### src/rtl/csg_pkg.sv
// Shared types and constants for the cutter stall guard.
// No dependencies; imported by every module of the block.
package csg_pkg;

   // Operation codes of an input transaction
   localparam logic [1:0] OP_SPEED_CMD = 2'd0;
   localparam logic [1:0] OP_FRAME     = 2'd1;
   localparam logic [1:0] OP_TICK      = 2'd2;

   // Result kinds
   localparam logic RESULT_SET_SPEED = 1'b0;
   localparam logic RESULT_REPORT    = 1'b1;

   // Cutter status codes
   localparam logic [1:0] STATUS_IDLE    = 2'd0;
   localparam logic [1:0] STATUS_RUNNING = 2'd1;
   localparam logic [1:0] STATUS_BLOCKED = 2'd2;

   // CAN packet kinds
   localparam logic [7:0] PKT_STATUS  = 8'h09;
   localparam logic [7:0] PKT_SET_RPM = 8'h03;

   // Register indexes
   localparam logic [2:0] REG_MOTOR_NODE_ID       = 3'd0;
   localparam logic [2:0] REG_STALL_COMMAND_FLOOR = 3'd1;
   localparam logic [2:0] REG_STALL_SPEED_LIMIT   = 3'd2;
   localparam logic [2:0] REG_STALL_CURRENT_LIMIT = 3'd3;
   localparam logic [2:0] REG_REPORT_INTERVAL_MS  = 3'd4;

   // Register reset values
   localparam logic [7:0]  RESET_MOTOR_NODE_ID       = 8'd3;
   localparam logic [30:0] RESET_STALL_COMMAND_FLOOR = 31'd1000;
   localparam logic [30:0] RESET_STALL_SPEED_LIMIT   = 31'd100;
   localparam logic [14:0] RESET_STALL_CURRENT_LIMIT = 15'd150;
   localparam logic [15:0] RESET_REPORT_INTERVAL_MS  = 16'd1000;

   // Reciprocal of ten for a 32-bit dividend, with a shift of 35
   localparam logic [31:0] RECIP_TEN       = 32'hCCCC_CCCD;
   localparam int          RECIP_TEN_SHIFT = 35;

   localparam logic [15:0] TIMER_MAX = 16'hFFFF;

   // Queue between front and back
   localparam int QUEUE_DEPTH = 4;
   localparam int QUEUE_AW    = 2;
   localparam int QUEUE_CW    = 3;

   typedef struct packed {
      logic [7:0]  motor_node_id;
      logic [30:0] stall_command_floor;
      logic [30:0] stall_speed_limit;
      logic [14:0] stall_current_limit;
      logic [15:0] report_interval_ms;
   } csg_cfg_type;

   typedef struct packed {
      logic [1:0]  op;
      logic [31:0] command_erpm;
      logic        rpm_neg;
      logic [28:0] rpm_quot;
      logic [15:0] current;
      logic        speed_low;
      logic        current_over;
   } csg_entry_type;

   typedef struct packed {
      logic [QUEUE_CW-1:0] count;
      logic                empty;
      logic                full;
   } csg_qstat_type;

endpackage

### src/rtl/csg_front.sv
// Front end: accepts transactions, drops those that cause nothing, and
// precomputes the speed magnitude, ERPM/10 and the limit compares. Uses csg_pkg.
module csg_front import csg_pkg::*; (
   input  logic                 clock,
   input  logic                 reset,
   input  csg_cfg_type          cfg,
   input  csg_qstat_type        q_stat,
   input  logic                 req_valid,
   output logic                 req_stall,
   input  logic [1:0]           req_operation,
   input  logic signed [31:0]   req_command_erpm,
   input  logic [28:0]          req_frame_identifier,
   input  logic [31:0]          req_frame_speed_bytes,
   input  logic [15:0]          req_frame_current_bytes,
   output logic                 push_valid,
   output csg_entry_type        push_entry
);

   logic                s1_valid_ff, s1_valid_in;
   csg_entry_type       s1_entry_ff, s1_entry_in;
   logic [31:0]         s1_mag_ff, s1_mag_in;
   logic                s2_valid_ff;
   csg_entry_type       s2_entry_ff, s2_entry_in;
   logic [63:0]         product;
   logic [QUEUE_CW-1:0] inflight;
   logic                accept;
   logic                frame_match;
   logic                keep;

   // Reserve a queue slot for every transaction still in the front stages
   assign inflight  = q_stat.count + {{(QUEUE_CW-1){1'b0}}, s1_valid_ff}
                      + {{(QUEUE_CW-1){1'b0}}, s2_valid_ff};
   assign req_stall = (inflight >= QUEUE_CW'(QUEUE_DEPTH));
   assign accept    = req_valid && !req_stall;

   assign frame_match = (req_operation == OP_FRAME)
                        && (req_frame_identifier[7:0] == cfg.motor_node_id)
                        && (req_frame_identifier[15:8] == PKT_STATUS);

   always_comb begin
      case (req_operation)
         OP_SPEED_CMD: keep = 1'b1;
         OP_TICK:      keep = 1'b1;
         OP_FRAME:     keep = frame_match;
         default:      keep = 1'b0;
      endcase
   end

   always_comb begin
      s1_valid_in              = accept && keep;
      s1_entry_in.op           = req_operation;
      s1_entry_in.command_erpm = req_command_erpm;
      s1_entry_in.rpm_neg      = req_frame_speed_bytes[31];
      s1_entry_in.rpm_quot     = '0;
      s1_entry_in.current      = req_frame_current_bytes;
      s1_entry_in.speed_low    = 1'b0;
      s1_entry_in.current_over = $signed(req_frame_current_bytes)
                                 > $signed({1'b0, cfg.stall_current_limit});
      s1_mag_in = req_frame_speed_bytes[31] ? (~req_frame_speed_bytes + 32'd1)
                                            : req_frame_speed_bytes;
   end

   assign product = s1_mag_ff * RECIP_TEN;

   always_comb begin
      s2_entry_in           = s1_entry_ff;
      s2_entry_in.rpm_quot  = product[RECIP_TEN_SHIFT +: 29];
      s2_entry_in.speed_low = (s1_mag_ff < {1'b0, cfg.stall_speed_limit});
   end

   always_ff @(posedge clock) begin
      if (reset) begin
         s1_valid_ff <= 1'b0;
         s2_valid_ff <= 1'b0;
      end else begin
         s1_valid_ff <= s1_valid_in;
         s2_valid_ff <= s1_valid_ff;
      end
      s1_entry_ff <= s1_entry_in;
      s1_mag_ff   <= s1_mag_in;
      s2_entry_ff <= s2_entry_in;
   end

   assign push_valid = s2_valid_ff;
   assign push_entry = s2_entry_ff;

endmodule

### src/rtl/csg_queue.sv
// Short queue of classified transactions between front and back.
// Uses csg_pkg for the entry type and depth.
module csg_queue import csg_pkg::*; (
   input  logic          clock,
   input  logic          reset,
   input  logic          push_valid,
   input  csg_entry_type push_entry,
   input  logic          pop,
   output csg_entry_type head_entry,
   output csg_qstat_type q_stat
);

   csg_entry_type       mem [QUEUE_DEPTH];
   logic [QUEUE_AW-1:0] wr_ptr_ff, wr_ptr_in;
   logic [QUEUE_AW-1:0] rd_ptr_ff, rd_ptr_in;
   logic [QUEUE_CW-1:0] count_ff, count_in;
   logic                do_push, do_pop;

   assign do_pop  = pop && (count_ff != '0);
   assign do_push = push_valid && (count_ff != QUEUE_CW'(QUEUE_DEPTH));

   always_comb begin
      wr_ptr_in = do_push ? wr_ptr_ff + 1'b1 : wr_ptr_ff;
      rd_ptr_in = do_pop  ? rd_ptr_ff + 1'b1 : rd_ptr_ff;
      count_in  = count_ff + {{(QUEUE_CW-1){1'b0}}, do_push}
                  - {{(QUEUE_CW-1){1'b0}}, do_pop};
   end

   always_ff @(posedge clock) begin
      if (reset) begin
         wr_ptr_ff <= '0;
         rd_ptr_ff <= '0;
         count_ff  <= '0;
      end else begin
         wr_ptr_ff <= wr_ptr_in;
         rd_ptr_ff <= rd_ptr_in;
         count_ff  <= count_in;
      end
      if (do_push) begin
         mem[wr_ptr_ff] <= push_entry;
      end
   end

   assign head_entry   = mem[rd_ptr_ff];
   assign q_stat.count = count_ff;
   assign q_stat.empty = (count_ff == '0);
   assign q_stat.full  = (count_ff == QUEUE_CW'(QUEUE_DEPTH));

endmodule

### src/rtl/csg_back.sv
// Back end: holds the guard state, executes one queued transaction per
// cycle while rsp_ is free, and drives rsp_ from registers. Uses csg_pkg.
module csg_back import csg_pkg::*; (
   input  logic               clock,
   input  logic               reset,
   input  csg_cfg_type        cfg,
   input  csg_qstat_type      q_stat,
   input  csg_entry_type      head_entry,
   output logic               pop,
   output logic               rsp_valid,
   input  logic               rsp_stall,
   output logic               rsp_result_kind,
   output logic [28:0]        rsp_tx_identifier,
   output logic signed [31:0] rsp_tx_erpm,
   output logic [1:0]         rsp_cutter_status,
   output logic signed [28:0] rsp_report_rpm,
   output logic signed [15:0] rsp_report_current
);

   logic [31:0] requested_ff, requested_in;
   logic        blocked_ff, blocked_in;
   logic [28:0] meas_rpm_ff, meas_rpm_in;
   logic [15:0] meas_cur_ff, meas_cur_in;
   logic [15:0] timer_ff, timer_in;
   logic [15:0] timer_next;

   logic        rsp_valid_ff, rsp_valid_in;
   logic        kind_ff, kind_in;
   logic [28:0] tx_id_ff, tx_id_in;
   logic [31:0] tx_erpm_ff, tx_erpm_in;
   logic [1:0]  status_ff, status_in;
   logic [28:0] rpt_rpm_ff, rpt_rpm_in;
   logic [15:0] rpt_cur_ff, rpt_cur_in;

   logic        out_free;
   logic        emit;
   logic        stall_hit;
   logic [28:0] frame_id;
   logic [28:0] signed_rpm;

   assign out_free = !rsp_valid_ff || !rsp_stall;
   assign pop      = !q_stat.empty && out_free;

   assign frame_id   = {13'd0, PKT_SET_RPM, cfg.motor_node_id};
   assign signed_rpm = head_entry.rpm_neg ? (~head_entry.rpm_quot + 29'd1)
                                          : head_entry.rpm_quot;
   assign stall_hit  = ($signed(requested_ff) > $signed({1'b0, cfg.stall_command_floor}))
                       && head_entry.speed_low && head_entry.current_over;
   assign timer_next = (timer_ff < TIMER_MAX) ? timer_ff + 16'd1 : timer_ff;

   always_comb begin
      requested_in = requested_ff;
      blocked_in   = blocked_ff;
      meas_rpm_in  = meas_rpm_ff;
      meas_cur_in  = meas_cur_ff;
      timer_in     = timer_ff;
      emit         = 1'b0;
      kind_in      = RESULT_SET_SPEED;
      tx_id_in     = frame_id;
      tx_erpm_in   = '0;
      status_in    = STATUS_IDLE;
      rpt_rpm_in   = '0;
      rpt_cur_in   = '0;
      if (pop) begin
         case (head_entry.op)
            OP_SPEED_CMD: begin
               requested_in = head_entry.command_erpm;
               if (head_entry.command_erpm == '0) begin
                  blocked_in = 1'b0;
               end
               emit       = 1'b1;
               tx_erpm_in = blocked_in ? 32'd0 : head_entry.command_erpm;
            end
            OP_FRAME: begin
               if (stall_hit) begin
                  blocked_in  = 1'b1;
                  meas_rpm_in = '0;
                  meas_cur_in = '0;
                  emit        = 1'b1;
               end else begin
                  meas_rpm_in = signed_rpm;
                  meas_cur_in = head_entry.current;
               end
            end
            OP_TICK: begin
               timer_in = timer_next;
               if (timer_next >= cfg.report_interval_ms) begin
                  timer_in   = '0;
                  emit       = 1'b1;
                  kind_in    = RESULT_REPORT;
                  tx_id_in   = '0;
                  rpt_rpm_in = meas_rpm_ff;
                  rpt_cur_in = meas_cur_ff;
                  if (blocked_ff) begin
                     status_in = STATUS_BLOCKED;
                  end else if (!requested_ff[31] && (requested_ff != '0)) begin
                     status_in = STATUS_RUNNING;
                  end else begin
                     status_in = STATUS_IDLE;
                  end
               end
            end
            default: begin
               emit = 1'b0;
            end
         endcase
      end
   end

   // Load a new result when one is made, drop the old one once taken
   always_comb begin
      if (emit) begin
         rsp_valid_in = 1'b1;
      end else if (!rsp_stall) begin
         rsp_valid_in = 1'b0;
      end else begin
         rsp_valid_in = rsp_valid_ff;
      end
   end

   always_ff @(posedge clock) begin
      if (reset) begin
         requested_ff <= '0;
         blocked_ff   <= 1'b0;
         meas_rpm_ff  <= '0;
         meas_cur_ff  <= '0;
         timer_ff     <= '0;
         rsp_valid_ff <= 1'b0;
      end else begin
         requested_ff <= requested_in;
         blocked_ff   <= blocked_in;
         meas_rpm_ff  <= meas_rpm_in;
         meas_cur_ff  <= meas_cur_in;
         timer_ff     <= timer_in;
         rsp_valid_ff <= rsp_valid_in;
      end
      if (emit) begin
         kind_ff    <= kind_in;
         tx_id_ff   <= tx_id_in;
         tx_erpm_ff <= tx_erpm_in;
         status_ff  <= status_in;
         rpt_rpm_ff <= rpt_rpm_in;
         rpt_cur_ff <= rpt_cur_in;
      end
   end

   assign rsp_valid          = rsp_valid_ff;
   assign rsp_result_kind    = kind_ff;
   assign rsp_tx_identifier  = tx_id_ff;
   assign rsp_tx_erpm        = $signed(tx_erpm_ff);
   assign rsp_cutter_status  = status_ff;
   assign rsp_report_rpm     = $signed(rpt_rpm_ff);
   assign rsp_report_current = $signed(rpt_cur_ff);

endmodule

### src/rtl/cutter_stall_guard_core.sv
// Top level of the cutter stall guard: register file, front end, queue, back end.
// Depends on csg_pkg, csg_front, csg_queue and csg_back.
//
// Stall guard for a CAN-driven blade motor. Speed commands, received frames
// and millisecond ticks enter on the req_ channel; set-speed frames and
// status reports leave on the rsp_ channel. One transaction is accepted per
// cycle while req_stall is low; a transaction that produces a result goes
// to rsp_ through two front stages (speed magnitude, then a 32x32 reciprocal
// multiply for ERPM/10), a pass through the four-entry queue, and the back
// end that updates the guard state and loads the output register.
// Frames from other nodes or of other kinds, and operation code 3, are
// dropped at the front. req_stall rises when the queue plus the front stages
// hold four transactions. The user must write registers through csr_ only
// while the block is idle, which it does not enforce; csr_ready is always high.
module cutter_stall_guard_core import csg_pkg::*; (
   input  logic               clock,
   input  logic               reset,
   input  logic               csr_valid,
   output logic               csr_ready,
   input  logic [2:0]         csr_index,
   input  logic [31:0]        csr_data,
   input  logic               req_valid,
   output logic               req_stall,
   input  logic [1:0]         req_operation,
   input  logic signed [31:0] req_command_erpm,
   input  logic [28:0]        req_frame_identifier,
   input  logic [31:0]        req_frame_speed_bytes,
   input  logic [15:0]        req_frame_current_bytes,
   output logic               rsp_valid,
   input  logic               rsp_stall,
   output logic               rsp_result_kind,
   output logic [28:0]        rsp_tx_identifier,
   output logic signed [31:0] rsp_tx_erpm,
   output logic [1:0]         rsp_cutter_status,
   output logic signed [28:0] rsp_report_rpm,
   output logic signed [15:0] rsp_report_current
);

   csg_cfg_type   cfg_ff, cfg_in;
   csg_qstat_type q_stat;
   csg_entry_type push_entry;
   csg_entry_type head_entry;
   logic          push_valid;
   logic          pop;

   assign csr_ready = 1'b1;

   always_comb begin
      cfg_in = cfg_ff;
      if (csr_valid) begin
         case (csr_index)
            REG_MOTOR_NODE_ID:       cfg_in.motor_node_id       = csr_data[7:0];
            REG_STALL_COMMAND_FLOOR: cfg_in.stall_command_floor = csr_data[30:0];
            REG_STALL_SPEED_LIMIT:   cfg_in.stall_speed_limit   = csr_data[30:0];
            REG_STALL_CURRENT_LIMIT: cfg_in.stall_current_limit = csr_data[14:0];
            REG_REPORT_INTERVAL_MS:  cfg_in.report_interval_ms  = csr_data[15:0];
            default:                 cfg_in = cfg_ff;
         endcase
      end
   end

   always_ff @(posedge clock) begin
      if (reset) begin
         cfg_ff.motor_node_id       <= RESET_MOTOR_NODE_ID;
         cfg_ff.stall_command_floor <= RESET_STALL_COMMAND_FLOOR;
         cfg_ff.stall_speed_limit   <= RESET_STALL_SPEED_LIMIT;
         cfg_ff.stall_current_limit <= RESET_STALL_CURRENT_LIMIT;
         cfg_ff.report_interval_ms  <= RESET_REPORT_INTERVAL_MS;
      end else begin
         cfg_ff <= cfg_in;
      end
   end

   csg_front u_front (
      .clock                   (clock),
      .reset                   (reset),
      .cfg                     (cfg_ff),
      .q_stat                  (q_stat),
      .req_valid               (req_valid),
      .req_stall               (req_stall),
      .req_operation           (req_operation),
      .req_command_erpm        (req_command_erpm),
      .req_frame_identifier    (req_frame_identifier),
      .req_frame_speed_bytes   (req_frame_speed_bytes),
      .req_frame_current_bytes (req_frame_current_bytes),
      .push_valid              (push_valid),
      .push_entry              (push_entry)
   );

   csg_queue u_queue (
      .clock      (clock),
      .reset      (reset),
      .push_valid (push_valid),
      .push_entry (push_entry),
      .pop        (pop),
      .head_entry (head_entry),
      .q_stat     (q_stat)
   );

   csg_back u_back (
      .clock              (clock),
      .reset              (reset),
      .cfg                (cfg_ff),
      .q_stat             (q_stat),
      .head_entry         (head_entry),
      .pop                (pop),
      .rsp_valid          (rsp_valid),
      .rsp_stall          (rsp_stall),
      .rsp_result_kind    (rsp_result_kind),
      .rsp_tx_identifier  (rsp_tx_identifier),
      .rsp_tx_erpm        (rsp_tx_erpm),
      .rsp_cutter_status  (rsp_cutter_status),
      .rsp_report_rpm     (rsp_report_rpm),
      .rsp_report_current (rsp_report_current)
   );

   // The slot reservation in the front must keep the queue from overflowing
   a_queue_no_overflow: assert property (@(posedge clock) disable iff (reset)
      !(push_valid && q_stat.full))
      else $error("queue push while full");

   a_reset_clears_rsp: assert property (@(posedge clock)
      reset |=> !rsp_valid)
      else $error("result valid after reset");

   a_report_fields: assert property (@(posedge clock) disable iff (reset)
      (rsp_valid && (rsp_result_kind == RESULT_REPORT))
         |-> (rsp_tx_identifier == '0) && (rsp_tx_erpm == '0))
      else $error("status report carries frame fields");

   a_frame_fields: assert property (@(posedge clock) disable iff (reset)
      (rsp_valid && (rsp_result_kind == RESULT_SET_SPEED))
         |-> (rsp_tx_identifier[15:8] == PKT_SET_RPM)
             && (rsp_cutter_status == STATUS_IDLE)
             && (rsp_report_rpm == '0) && (rsp_report_current == '0))
      else $error("set-speed frame carries report fields");

endmodule
### config.mk
export PLATFORM = sky130hd
export DESIGN_NAME = cutter_stall_guard_core
export DESIGN_NICKNAME = d
export VERILOG_FILES = /design/src/rtl/csg_pkg.sv /design/src/rtl/csg_front.sv /design/src/rtl/csg_queue.sv /design/src/rtl/csg_back.sv /design/src/rtl/cutter_stall_guard_core.sv
export SDC_FILE = /design/constraint.sdc
export NUM_CORES = 2
export LEC_CHECK = 0
export ABC_AREA = 0
export BUFFER_PORTS_ARGS = -buffer_cell sky130_fd_sc_hd__buf_2
export CELL_PAD_IN_SITES_DETAIL_PLACEMENT = 0
export CELL_PAD_IN_SITES_GLOBAL_PLACEMENT = 1
export CORE_MARGIN = 4
export CORE_UTILIZATION = 52
export CTS_BUF_LIST = sky130_fd_sc_hd__clkbuf_8
export CTS_CLUSTER_SIZE = 40
export DETAILED_ROUTE_END_ITERATION = 8
export PLACE_DENSITY_LB_ADDON = 0.1
export SKIP_CTS_REPAIR_TIMING = 1
export SYNTH_ARGS = -nofsm -noshare
export SYNTH_HDL_FRONTEND = slang
export SYNTH_HIERARCHICAL = 1
export SYNTH_SLANG_ARGS = --single-unit
### constraint.sdc
create_clock -name clock -period 9.2 [get_ports clock]
set_input_delay 0.92 -clock clock [delete_from_list [all_inputs] [get_ports clock]]
set_output_delay 0.92 -clock clock [all_outputs]
set_load 0.02 [all_outputs]
# --- After elaboration in Yosys (flattened, before gate mapping) ---
# Memory sizes are Yosys's and may differ from the RTL's. A register that Yosys moved wholly into a read port is not among the register bits.
# Index checks and enable logic that the tools add are counted.
totals:
  regBits: 461
  ramBits: 328
  inputBits: 151
  out_inout_bits: 112
  word_cells: 138
  memories: 1
memory_table:
  columns: ["name", "depth", "width", "read_ports", "rd_ports_with_merged_regs", "wr", "line_no", "text"]
  rows:
  - ["u_queue.mem", 4, 82, 1, 1, 1, "csg_queue.sv:13", "csg_entry_type mem [QUEUE_DEPTH];"]
op_classes:
  add_sub_neg: 9
  multipliers: 1
  order_cmp: 6
  eq_ne: 13
  n_mux: 27
  bitwise: 6
  reduce_logical: 37
ops:
  columns: ["op", "n"]
  rows:
  - ["multiplier 32 x 32 -> 64 bit (second input constant)", 1]
  - ["2-to-1 mux 29 bit", 2]
  - ["2-to-1 mux 16 bit", 3]
  - ["adder 32 x 1 -> 32 bit (second input constant)", 1]
  - ["greater-than comparator 32 bit", 1]
  - ["logical NOT 32 bit", 1]
  - ["less-than comparator 32 x 31 -> 1 bit", 1]
  - ["NOT 32 bit", 1]
  - ["nonzero test 32 bit", 1]
  - ["2-to-1 mux 31 bit", 1]
  - ["adder 29 x 1 -> 29 bit (second input constant)", 1]
  - ["NOT 29 bit", 1]
  - ["adder 16 x 1 -> 16 bit (second input constant)", 1]
  - [">= comparator 16 bit", 1]
  - ["greater-than comparator 16 bit", 1]
  - ["less-than comparator 16 bit (second input constant)", 1]
  - ["2-to-1 mux 8 bit", 2]
  - ["AND reduction 2 bit", 8]
  - ["2-to-1 mux 1 bit", 12]
  - ["logical AND 1 bit", 10]
  - ["2-to-1 mux 10 bit", 1]
  - ["adder 3 x 1 -> 3 bit", 3]
  - ["== test 8 x 4 -> 1 bit (second input constant)", 1]
  - ["== test 8 bit", 1]
  - ["24 further kinds", 42]

# --- Logic depth before layout (Yosys ltp) ---
logic_depth:
  ltp_word: 7
  depth_mapped: 27
  ltp_nobuf: 26

# --- By module ---
# Netlist, hierarchy kept.
modules_own_cells:
  columns: ["module", "instances", "cells_per_inst", "area_per_inst_um2", "seq_area_each_um2"]
  rows:
  - ["csg_front", 1, 2205, 22317.7, 3363.2]
  - ["csg_queue", 1, 479, 12383.1, 10029.6]
  - ["csg_back", 1, 882, 8968.6, 4574.4]
  - ["cutter_stall_guard_core", 1, 381, 4083.9, 2021.9]

# --- Worst setup path before layout ---
# No wires, ideal clock.
synth_timing:
  path_kind: "register -> register"
  startpoint: "register u_front.s1_mag_ff[9]"
  endpoint: "register u_front.s2_entry_ff (netlist bit u_front/push_entry[46])"
  setup_ns: 0.072
  t_arrival_ns: 6.646
  t_required_ns: 9.128
  path_slack_ns: 2.482
  stages_incl_launch_ff: 26
  path_buffers: 1
  synth_period_minus_slack_ns: 6.718
  cell_sequence: "dfxtp_1 > ha_1 > clkbuf_1 > xor2_1 > ha_1 > a21o_1 > fa_1 > inv_1 > fa_1 > inv_1 > fa_1 > fa_1 > fa_1 > inv_1 > fa_1 > inv_1 > ha_1 > and3_1 > and3_1 > o211ai_1 > nand3_1 > nor3_1 > o211ai_1 > and3_1 > a311oi_1 > xnor2_1"
synth_via:
  elab_chain_len: 1
synth_rtl:
  columns: ["item", "line_no", "text"]
  rows:
  - ["from (decl)", "csg_front.sv:21", "logic [31:0] s1_mag_ff, s1_mag_in;"]
  - ["from (signal assigned)", "csg_front.sv:80", "s1_mag_ff <= s1_mag_in;"]
  - ["multiplier 32 x 32 -> 64 bit", "csg_front.sv:63", "assign product = s1_mag_ff * RECIP_TEN;"]
  - ["net u_front.product[63]", "csg_front.sv:24", "logic [63:0] product;"]
  - ["to (signal assigned)", "csg_front.sv:81", "s2_entry_ff <= s2_entry_in;"]
  - ["to (decl)", "csg_front.sv:23", "csg_entry_type s2_entry_ff, s2_entry_in;"]
# The timed path passes the listed nets, and every way through them passes these cells.
# A chain may end at the register's enable or synchronous reset.

# --- Final worst setup path ---
# Ends and elaborated chain as after synthesis.

==> key figures <==
Clock tree
  – Clk root buf: clkbuf_8
  – Worst-Skew Late Latency: 0.81 ns
  – Total clock sinks: just under 800
  – CTS tree: done
  – Clock-pin slew on the worst setup and hold paths: 0.06 ns
  – Max Buffers Root-to-Sink: 3
  – CTS buffer count: 131
  – H-tree Lvls: 4

Finish
  – Most common cell after layout, fill and taps aside: inv_1
  – Nets: roughly 5200
  – Non-filler instance count after layout: 5511
  – Area Growth Syn to Fin: 10.1%
  – Most frequent cells in the layout: inv_1, ha_1, edfxtp_1
  – Share of cells above drive strength 1: 12.8%
  – Finished Cell Area: 52600 um2
  – Final design utilization: 58.1%

Die
  – Full die area: 96700 um2
  – Core Box Area: 90600 um2
  – Io pins: 263
  – Die W: 311 um
  – Row cnt: 110
  – Die span in y: 311 um
  – Initial Util: 52.7%

Placement
  – HPWL after DPL: 93.0 mm
  – Cells after DPL: 5267
  – Final RePlAce weighted congestion: about 0.95
  – IO buf count: 228
  – Placement Cell Area: 49900 um2

Drt
  – Routed len/inst: 21.5 um
  – Via density: 5.34
  – Detailed Routing Iterations Pass 1: 5
  – Final WL: 118 mm
  – Antenna Nets Post-Route: 0
  – Initial DRC Count: 1895
  – Residual DRC count: 0
  – Routed vias: slightly below 30000

Critical path
  – R2R cell count: 24
  – CP top delay family: adder cells
  – CP Data Arrival Time: roughly 9 ns
  – CP max FO: 8
  – Worst reg2reg startpoint: u_front/s1_mag_ff[9]
  – Reg-to-reg setup timing slack: 0.90 ns
  – Kind of critical path: register to register
  – R2r endpoint: u_front/push_entry[46]
  – Buf/Inv on CP: 4
  – Critical-path cell list: ha_1, xor2_1, ha_1, a21o_1, fa_1, inv_1, fa_1, inv_1, fa_1, fa_1, fa_1, inv_1, fa_1, inv_1, ha_1, and3_1, and3_1, o211ai_1, nand3_1, nor3_1, o211ai_1, and3_1, a311oi_1, xnor2_1
  – CP endpoint kind: register
  – Largest stage delay on the critical path: around 0.8 ns
  – Crit-path slowest cell: nor3_1
  – Critical Path RT: around 10 ns
  – CP Launch Type: register
  – Crit-path most repeated cell: fa_1

Global routing
  – Pin count of the biggest net entering global routing: 78
  – Initial antenna violation count: 3
  – Number of global-route vias before repair: 30500
  – Total gr overflow: 0
  – First-pass GRT wire length: 182 mm
  – Gr usage total: 24.7%

Timing
  – Worst Tran Pin Value: around 1.1 ns
  – Final Skew: ~0.065 ns
  – Slew margin rel.: between 20% and 30%
  – Fin crit share: 90.2%
  – Fmax: 120 MHz
  – Final Hold Fails: 0
  – Setup violations, final: 0
  – Max Transition Viols Final: 0
  – Fin Setup TNS: 0 ns
  – RSZ-0062 raised after global routing: false
  – Min cycle time layout: 8.30 ns

Yosys
  – Post-synth ARST share: 0%
  – Synthesized area per cell: 12.1 um2
  – EDFF count, synth: ~420
  – Post-Syn Instances: 3947
  – Syn. warnings: 6
  – Post-synthesis cell area: 47800 um2
  – Seq/Total Area, Yosys: approximately two fifths
  – Seq cells post-synth: 790
  – Unique masters post-synth: 83
  – Synth Flop Type: edfxtp_1

Run
  – Maximum capacitance violations: 0

Hold path
  – HP Class: input pin to register
  – Hold Startpoint: req_command_erpm[20]
  – Hold Crit Depth: 1
  – Hold path endpoint: u_front/s1_entry_ff[68]

Status
  – Status: completed
-- per-stage QoR --
step / setup slack, ns / hold slack [ns]
2_1_floorplan: 2.48 / 0.310
5_1_grt: 0.686 / 0.172
6_report: 0.898 / 0.238
3_3_place_gp: 0.913 / 0.310
3_5_place_dp: 0.924 / 0.312
4_1_cts: 0.885 / 0.127
-- cell type report --
class	instances	area, um2
sequential	790	20000
tap	1176	1470
inverter	701	2630
antenna	3	7.51
multi-input combinational	2344	24500
fill	7695	38000
timing repair buffer	256	1360
clock buffer	156	2150
clock inverter	85	483
-- logic make-up (layout without fill, tap and decap cells) --
| family | count (synthesis) | after routing | synth area share, % |
|---|---|---|---|
| adder cells (fa/ha/maj) | 835 | 835 | 28.0 |
| buffers and inverters | 831 | 1198 | 7.11 |
| flip-flops | 790 | 790 | 41.9 |
| AND/OR/NAND/NOR | 697 | 697 | 7.79 |
| AO/OA/AOI/OAI | 450 | 450 | 6.34 |
| multiplexers | 188 | 188 | 6.10 |
| XOR/XNOR | 154 | 154 | 2.82 |
| other | 2 | 23 | 0.0157 |
-- flip-flops by register name (all words and copies together) (netlist names), 3 cells and up, named ones only --
name	cells
u_queue/mem	328
cfg_ff	101
u_front/push_entry	82
u_front/s1_entry_ff	52
u_back/requested_ff	32
u_back/rsp_tx_erpm	32
u_front/s1_mag_ff	32
u_back/meas_rpm_ff	29
u_back/rsp_report_rpm	29
u_back/meas_cur_ff	16
u_back/rsp_report_current	16
u_back/timer_ff	16
u_back/rsp_tx_identifier	9
u_queue/count_ff	3
-- worst max path at each step --
stage	startpoint	to	slack, ns	cells after the start
after floorplan	u_front/s1_mag_ff[9]	u_front/push_entry[46]	2.48	25
after global placement	u_front/s1_mag_ff[9]	u_front/push_entry[46]	0.91	24
after detailed placement	u_front/s1_mag_ff[9]	u_front/push_entry[46]	0.92	24
after CTS	u_front/s1_mag_ff[9]	u_front/push_entry[46]	0.88	24
after global routing	u_front/s1_mag_ff[8]	u_front/push_entry[46]	0.69	23
final	u_front/s1_mag_ff[9]	u_front/push_entry[46]	0.90	24
-- worst register-to-register path, stage by stage (launching register included) --
cell      delay [ns]
dfxtp_1         0.69
ha_1            0.49
xor2_1          0.21
ha_1            0.22
a21o_1          0.16
fa_1            0.53
inv_1           0.06
fa_1            0.49
inv_1           0.05
fa_1            0.47
fa_1            0.53
fa_1            0.55
inv_1           0.07
fa_1            0.59
inv_1           0.06
ha_1            0.38
and3_1          0.26
and3_1          0.25
o211ai_1        0.12
nand3_1         0.11
nor3_1          0.79
o211ai_1        0.36
and3_1          0.29
a311oi_1        0.35
xnor2_1         0.15
-- routing by layer --
metal / share of wire, % / track usage [%]
met1: 43 / 32.5
met3: 4.8 / 4.35
met5: 0 / 0
met4: 2.9 / 7.95
met2: 49 / 41.7
-- cells in the mapped netlist, drive strengths merged, types with 58 or more instances --
library cell	count	share of area (%)
inv	701	5.5
ha	448	12
edfxtp	417	26
fa	387	16
dfxtp	373	16
nand2	174	1.4
a21oi	138	1.4
nand2b	129	1.7
and2	105	1.4
mux2i	104	2.2
nor2	94	0.74
xnor2	86	1.6
mux4	82	3.9
o21ai	75	0.79
clkbuf	72	0.57
xor2	68	1.2
a21o	61	0.96
buf	58	1.0
Power is not shown: default switching activity piles up to over one toggle a cycle in this logic, so the estimate is an artifact.
